===== config.mk =====
export PLATFORM = sky130hd
export DESIGN_NAME = id_bitmap_allocator
export DESIGN_NICKNAME = d
export VERILOG_FILES = /design/src/sv/iba_pkg.sv /design/src/sv/iba_bitmap.sv /design/src/sv/id_bitmap_allocator.sv
export SDC_FILE = /design/constraint.sdc
export NUM_CORES = 2
export LEC_CHECK = 0
export BUFFER_PORTS_ARGS = -buffer_cell sky130_fd_sc_hd__buf_2
export CAP_MARGIN = 15
export CORE_MARGIN = 2
export CORE_UTILIZATION = 63
export DETAILED_ROUTE_END_ITERATION = 10
export GPL_ROUTABILITY_DRIVEN = 1
export PLACE_DENSITY = 0.77
export SYNTH_ARGS = -nofsm -noshare
export SYNTH_HDL_FRONTEND = slang
export SYNTH_SLANG_ARGS = --single-unit

===== constraint.sdc =====
create_clock -name i_clk -period 12.4 [get_ports i_clk]
set_clock_uncertainty 0.05 [all_clocks]
set_input_delay 0.62 -clock i_clk [delete_from_list [all_inputs] [get_ports i_clk]]
set_output_delay 0.62 -clock i_clk [all_outputs]
set_load 0.005 [all_outputs]

===== src/sv/iba_pkg.sv =====
package iba_pkg;

    // Field widths
    localparam int ID_W   = 10;
    localparam int ST_W   = 2;
    localparam int WORD_W = 32;
    localparam int BIT_W  = 5;

    // Defaults
    localparam int ID_SLOTS_DEF = 1024;
    localparam logic [ID_W-1:0] LOWEST_RST  = ID_W'(100);
    localparam logic [ID_W-1:0] HIGHEST_RST = ID_W'(1000);

    // Commands
    localparam logic CMD_ALLOCATE = 1'b0;
    localparam logic CMD_RELEASE  = 1'b1;

    // Status codes
    localparam logic [ST_W-1:0] ST_GRANTED      = 2'd0;
    localparam logic [ST_W-1:0] ST_EXHAUSTED    = 2'd1;
    localparam logic [ST_W-1:0] ST_RELEASED     = 2'd2;
    localparam logic [ST_W-1:0] ST_OUT_OF_RANGE = 2'd3;

    // Register indexes
    localparam logic REG_LOWEST  = 1'b0;
    localparam logic REG_HIGHEST = 1'b1;

    typedef enum logic [1:0] {
        S_IDLE,
        S_SCAN,
        S_REL
    } t_state;

    // Lowest set bit of a word
    function automatic logic [BIT_W-1:0] first_one(input logic [WORD_W-1:0] w);
        logic [BIT_W-1:0] idx;
        idx = '0;
        for (int i = WORD_W - 1; i >= 0; i--) begin
            if (w[i]) begin
                idx = BIT_W'(i);
            end
        end
        return idx;
    endfunction

endpackage


===== src/sv/iba_bitmap.sv =====
module iba_bitmap
    import iba_pkg::*;
#(
    parameter int WORDS = 32,
    parameter int AW    = 5
) (
    input  logic              i_clk,
    input  logic              i_rst_n,
    input  logic [AW-1:0]     i_rd_addr,
    input  logic              i_wr_en,
    input  logic [AW-1:0]     i_wr_addr,
    input  logic [WORD_W-1:0] i_wr_data,
    output logic [WORD_W-1:0] o_rd_data
);

    logic [WORD_W-1:0] r_mem [WORDS];
    logic [WORDS-1:0]  r_wvld;
    logic [WORD_W-1:0] r_rd_data;
    logic              r_rd_vld;

    // Word storage, one write and one read port
    always_ff @(posedge i_clk) begin
        if (i_wr_en) begin
            r_mem[i_wr_addr] <= i_wr_data;
        end
        r_rd_data <= r_mem[i_rd_addr];
        r_rd_vld  <= r_wvld[i_rd_addr];
    end

    // Per-word written flags; an unwritten word reads as all free
    always_ff @(posedge i_clk) begin
        if (!i_rst_n) begin
            r_wvld <= '0;
        end else if (i_wr_en) begin
            r_wvld[i_wr_addr] <= 1'b1;
        end
    end

    assign o_rd_data = r_rd_vld ? r_rd_data : '0;

endmodule


===== src/sv/id_bitmap_allocator.sv =====
// Channel   Ports                                   Handshake
// -------   -------------------------------------   -------------------------------
// command   i_cmd, i_release_id                     taken when start && !busy
// result    o_granted_id, o_status                  o_valid for one cycle, no stall
// config    psel penable pwrite paddr pwdata prdata  APB, pready tied high
//
// Allocate: the bitmap is read one 32-bit word per cycle from a memory with one
// read and one write port; the result is registered once a free slot in range
// is found or the range is used up. busy drops as the result goes out.
// An empty range answers in the cycle after start. Release: out of range answers
// in the cycle after start; in range the word is read, then written in S_REL.
// Reset clears the per-word written flags at once; no clearing pass is needed.
module id_bitmap_allocator
    import iba_pkg::*;
#(
    parameter int ID_SLOTS = ID_SLOTS_DEF
) (
    input  logic            i_clk,
    input  logic            i_rst_n,
    input  logic            start,
    output logic            busy,
    input  logic            i_cmd,
    input  logic [ID_W-1:0] i_release_id,
    output logic            o_valid,
    output logic [ID_W-1:0] o_granted_id,
    output logic [ST_W-1:0] o_status,
    input  logic            psel,
    input  logic            penable,
    input  logic            pwrite,
    input  logic [2:0]      paddr,
    input  logic [31:0]     pwdata,
    output logic [31:0]     prdata,
    output logic            pready
);

    localparam int WORDS = (ID_SLOTS + WORD_W - 1) / WORD_W;
    localparam int AW    = (WORDS > 1) ? $clog2(WORDS) : 1;
    localparam int CNT_W = $clog2(ID_SLOTS + 1);
    localparam int CMP_W = ((CNT_W > ID_W) ? CNT_W : ID_W) + 6;

    t_state            r_state, n_state;
    logic [ID_W-1:0]   r_lowest, r_highest;
    logic [AW-1:0]     r_addr, n_addr;
    logic [BIT_W-1:0]  r_bit, n_bit;
    logic              r_valid, n_valid;
    logic [ID_W-1:0]   r_granted, n_granted;
    logic [ST_W-1:0]   r_status, n_status;

    logic [AW-1:0]     rd_addr;
    logic              wr_en;
    logic [WORD_W-1:0] wr_data;
    logic [WORD_W-1:0] rd_word;

    logic [CMP_W-1:0]  range_n;
    logic [ID_W-1:0]   rel_diff;
    logic              rel_bad;
    logic [CMP_W-1:0]  rem;
    logic [WORD_W-1:0] free_mask;
    logic [BIT_W-1:0]  free_idx;
    logic [AW+BIT_W-1:0] slot;
    logic              cfg_wr;

    // Configuration registers
    assign cfg_wr = psel && penable && pwrite && pready;
    assign pready = 1'b1;
    assign prdata = (paddr[2] == REG_HIGHEST) ? 32'(r_highest) : 32'(r_lowest);

    always_ff @(posedge i_clk) begin
        if (!i_rst_n) begin
            r_lowest  <= LOWEST_RST;
            r_highest <= HIGHEST_RST;
        end else if (cfg_wr) begin
            if (paddr[2] == REG_LOWEST) begin
                r_lowest <= pwdata[ID_W-1:0];
            end else begin
                r_highest <= pwdata[ID_W-1:0];
            end
        end
    end

    // Slots in range, capped at the map size
    always_comb begin
        range_n = CMP_W'(r_highest) - CMP_W'(r_lowest) + CMP_W'(1);
        if (r_highest < r_lowest) begin
            range_n = '0;
        end else if (range_n > CMP_W'(ID_SLOTS)) begin
            range_n = CMP_W'(ID_SLOTS);
        end
    end

    // Release range check
    assign rel_diff = i_release_id - r_lowest;
    assign rel_bad  = (i_release_id < r_lowest) || (i_release_id > r_highest) ||
                      (CMP_W'(rel_diff) >= CMP_W'(ID_SLOTS));

    // Scan lanes: free slots of the current word that lie in range
    assign rem = range_n - CMP_W'({r_addr, {BIT_W{1'b0}}});
    always_comb begin
        for (int b = 0; b < WORD_W; b++) begin
            free_mask[b] = !rd_word[b] && (CMP_W'(b) < rem);
        end
    end
    assign free_idx = first_one(free_mask);
    assign slot     = {r_addr, free_idx};

    iba_bitmap #(
        .WORDS (WORDS),
        .AW    (AW)
    ) u_bitmap (
        .i_clk     (i_clk),
        .i_rst_n   (i_rst_n),
        .i_rd_addr (rd_addr),
        .i_wr_en   (wr_en),
        .i_wr_addr (r_addr),
        .i_wr_data (wr_data),
        .o_rd_data (rd_word)
    );

    // Control state
    always_ff @(posedge i_clk) begin
        if (!i_rst_n) begin
            r_state <= S_IDLE;
            r_valid <= 1'b0;
        end else begin
            r_state <= n_state;
            r_valid <= n_valid;
        end
    end

    // Work registers and result payload
    always_ff @(posedge i_clk) begin
        r_addr    <= n_addr;
        r_bit     <= n_bit;
        r_granted <= n_granted;
        r_status  <= n_status;
    end

    // Next state and memory control
    always_comb begin
        n_state   = r_state;
        n_addr    = r_addr;
        n_bit     = r_bit;
        n_valid   = 1'b0;
        n_granted = r_granted;
        n_status  = r_status;
        rd_addr   = r_addr;
        wr_en     = 1'b0;
        wr_data   = rd_word;
        case (r_state)
            S_IDLE: begin
                if (start) begin
                    if (i_cmd == CMD_ALLOCATE) begin
                        if (range_n == '0) begin
                            n_valid   = 1'b1;
                            n_granted = '0;
                            n_status  = ST_EXHAUSTED;
                        end else begin
                            rd_addr = '0;
                            n_addr  = '0;
                            n_state = S_SCAN;
                        end
                    end else if (rel_bad) begin
                        n_valid   = 1'b1;
                        n_granted = '0;
                        n_status  = ST_OUT_OF_RANGE;
                    end else begin
                        rd_addr = AW'(rel_diff >> BIT_W);
                        n_addr  = AW'(rel_diff >> BIT_W);
                        n_bit   = rel_diff[BIT_W-1:0];
                        n_state = S_REL;
                    end
                end
            end
            S_SCAN: begin
                if (|free_mask) begin
                    wr_en     = 1'b1;
                    wr_data   = rd_word | (WORD_W'(1) << free_idx);
                    n_valid   = 1'b1;
                    n_granted = r_lowest + ID_W'(slot);
                    n_status  = ST_GRANTED;
                    n_state   = S_IDLE;
                end else if (rem <= CMP_W'(WORD_W)) begin
                    n_valid   = 1'b1;
                    n_granted = '0;
                    n_status  = ST_EXHAUSTED;
                    n_state   = S_IDLE;
                end else begin
                    rd_addr = r_addr + AW'(1);
                    n_addr  = r_addr + AW'(1);
                end
            end
            S_REL: begin
                wr_en     = 1'b1;
                wr_data   = rd_word & ~(WORD_W'(1) << r_bit);
                n_valid   = 1'b1;
                n_granted = '0;
                n_status  = ST_RELEASED;
                n_state   = S_IDLE;
            end
            default: begin
                n_state = S_IDLE;
            end
        endcase
    end

    assign busy         = (r_state != S_IDLE);
    assign o_valid      = r_valid;
    assign o_granted_id = r_granted;
    assign o_status     = r_status;

endmodule


==> flow_summary.toml <==
[outcome]
outcome = "complete, no violations"

[finish]
post-route-util = 0.705
area_growth_pct = 10.9
finalInstanceArea_um2 = 54600
fin_nets = 3398
mostFrequentLayoutCell = "edfxtp_1"
layout_common_cells = "1041 x edfxtp_1, 760 x mux2i_1, 140 x nand2_1, 110 x clkbuf_16, 104 x o22ai_1"
drive_above_1_share = 0.134
n_antenna_cell = 0
stdcell_count = 4419

[floorplanning]
fp.dieH_um = 284
die_w_um = 284
ios = 99
initial_core_util = 0.636
coreArea_um2 = 77500
placementRows = 102
dieArea_um2 = 80400

[pwr]
total_power_mw = 10.2
pwr-share-comb = 0.212
p_int_mw = 7.29
swShare = 0.286
switchingPower_mw = 2.92
p_leak_nw = 18.8
power_frac_clock = 0.327
peakVddDrop_v = 0.000152
p_seq_frac = 0.462
powerDensity_nw_per_um2 = 187

[grt]
grt_pass1_vias = 28700
grt.overflow.total = 0
grt_pass1_wl_um = 187000
grt_max_degree = 161
grt_util_all_layers = 0.321
antenna_found_initial = 1

[critical_path]
cp_slowest_cell = "a31oi_1"
crit_required_ns = 12.93
crit_start = "r_lowest[0]"
arrival_ns = 11.58
start_kind = "flip-flop"
path_buf_inv = 3
r2r-start = "r_lowest[0]"
max_stage_delay_ns = 0.86
crit_family = "simple AND/OR/NAND/NOR gates"
end_kind = "flip-flop"
crit_type = "flip-flop to flip-flop"
path_max_fanout = 160

[place]
routabilityCongestion = 0.949
pre_cts_ws_ns = 2.02
place_inst = 4211
portBuffers = 51
placed_cell_area_um2 = 50800
dp_hpwl_um = 70500

[route]
antenna_left = 0
drt_iter0_drc = 3028
drc = 0
wl_per_cell_um = 29.6
via_count = 28900
drt_first_pass_iters = 6
vias_per_cell = 6.55
drt-total-wl_um = 131000

[clock_tree]
cts.sinks = 1134
postCtsSetupRepairBufs = 0
cts_tree = "done"
cts_made_buffers = 108
clk_pin_slew_ns = 0.06
hold_buffers = 0
insertion_delay_ns = 0.73
h-tree-depth = 3
clock_path_buffers = 3
clockRootBuffer = "clkbuf_16"
cts_resized = 0

[synth]
ys_seq_area_frac = 0.673
yosys_warnings = 0
async_reset_ff_frac = 0
synthTopCellsByArea = "edfxtp_1 63%, mux2i_1 15%, dfxtp_1 3.8%"
yosys.area_share.simple = 0.0515
synth_xor_area_frac = 0.00445
synth_compound_area_frac = 0.0661
ys_ff_latch = 1134
synth_fa_ha_area_frac = 0.0151
synth_top_family_by_area = "multiplexers"
ys_types = 94
synth_top_area_frac = 0.635
synth_edf_count = 1041
syn-instance-count = 3211
synth_area_per_cell_um2 = 15.3
synth_mux_area_frac = 0.162
syn-cell-area_um2 = 49200
synth_flop_cell = "edfxtp_1"
yosysTopAreaCell = "edfxtp_1"

[timing]
finalMaxSlewViolations = 0
timing.final.crit_share = 0.891
fin_crit_ns = 11.05
setup_tns_ns = 0
finalHoldViolations = 0
maxSlewHeadroom = 0.145
max_freq_ghz = 0.0905
worstMarginPinSlew_ns = 1.28
setup_viol = 0
hold-worst-slack_ns = 0.136
rsz0062_at_grt = "no"
fin_ws_ns = 1.35

[job]
drv_cap = 0

[hold_path]
hold_class = "input port to flip-flop"
hp-start = "pwdata[6]"
-- registers in the layout, indices dropped and copies added (netlist names), 5 cells and up --
register	cells
o_granted_id	10
r_addr	5
r_bit	5
r_highest	10
r_lowest	10
u_bitmap.r_mem	1024
u_bitmap.r_rd_data	32
u_bitmap.r_wvld	32
-- kinds of logic after synthesis --
family	Yosys count
AO/OA/AOI/OAI	479
XOR/XNOR	25
adder cells (fa/ha/maj)	57
buffers and inverters	255
flip-flops	1134
multiplexers	794
other	2
AND/OR/NAND/NOR	465
-- synth_stat cells (all sizes together) (5+ instances only) --
master,number
a211o,6
a211oi,10
a21boi,17
a21o,14
a21oi,71
a311oi,5
a31o,5
a31oi,8
a32oi,7
and2,14
and3,9
buf,122
clkbuf,59
dfxtp,93
edfxtp,1041
ha,53
inv,73
mux2,34
mux2i,760
nand2,142
nand2b,14
nand3,48
nand3b,5
nand4,15
nor2,106
nor2b,19
nor3,16
nor3b,6
nor4,38
o211ai,20
o21a,41
o21ai,73
o21bai,6
o22ai,114
o2bb2ai,34
o31a,8
o31ai,7
o32ai,6
or2,7
or3,10
or3b,5
xnor2,19
xor2,6
-- worst min-delay path, delay by kind of cell --
| kind | cells | cell delay (ns) |
|---|---|---|
| buffers and inverters | 1 | 0.09 |
| AND/OR/NAND/NOR | 1 | 0.04 |
| AO/OA/AOI/OAI | 1 | 0.08 |
-- per-layer routing --
metal / vias to the layer above / part of all wire / track usage
li1: 12600 / - / -
met1: 14700 / 0.39 / 0.423
met2: 1359 / 0.49 / 0.539
met3: 316 / 0.080 / 0.0485
met4: 0 / 0.044 / 0.129
met5: - / 0 / 0
-- power groups by stage --
stage	logic, mW	clock network (mW)	registers [mW]
finish	2.16	3.34	4.72
floorplan	1.57	0	4.72
global route	2.30	3.51	4.71
global placement	2.01	0	4.79
detailed placement	2.09	0	4.79
CTS	2.10	3.35	4.71
-- final timing paths --
path / cells after the start / slack, ns / to
worst max-delay path: 30 / 1.35 / u_bitmap.r_rd_data[15]
worst min-delay path: 3 / 0.14 / r_highest[6]
worst max register to register: 30 / 1.35 / u_bitmap.r_rd_data[15]
worst min register to register: 1 / 0.42 / u_bitmap.r_wvld[24]
-- final cells by class --
class	count	area, µm²
inverter	74	294
multi-input combinational	1843	15300
clock buffer	150	3010
fill	4991	22800
sequential	1134	33100
tap	1040	1300
timing repair buffer	128	956
clock inverter	50	657
No activity file was read; power rests on OpenSTA's default activity.
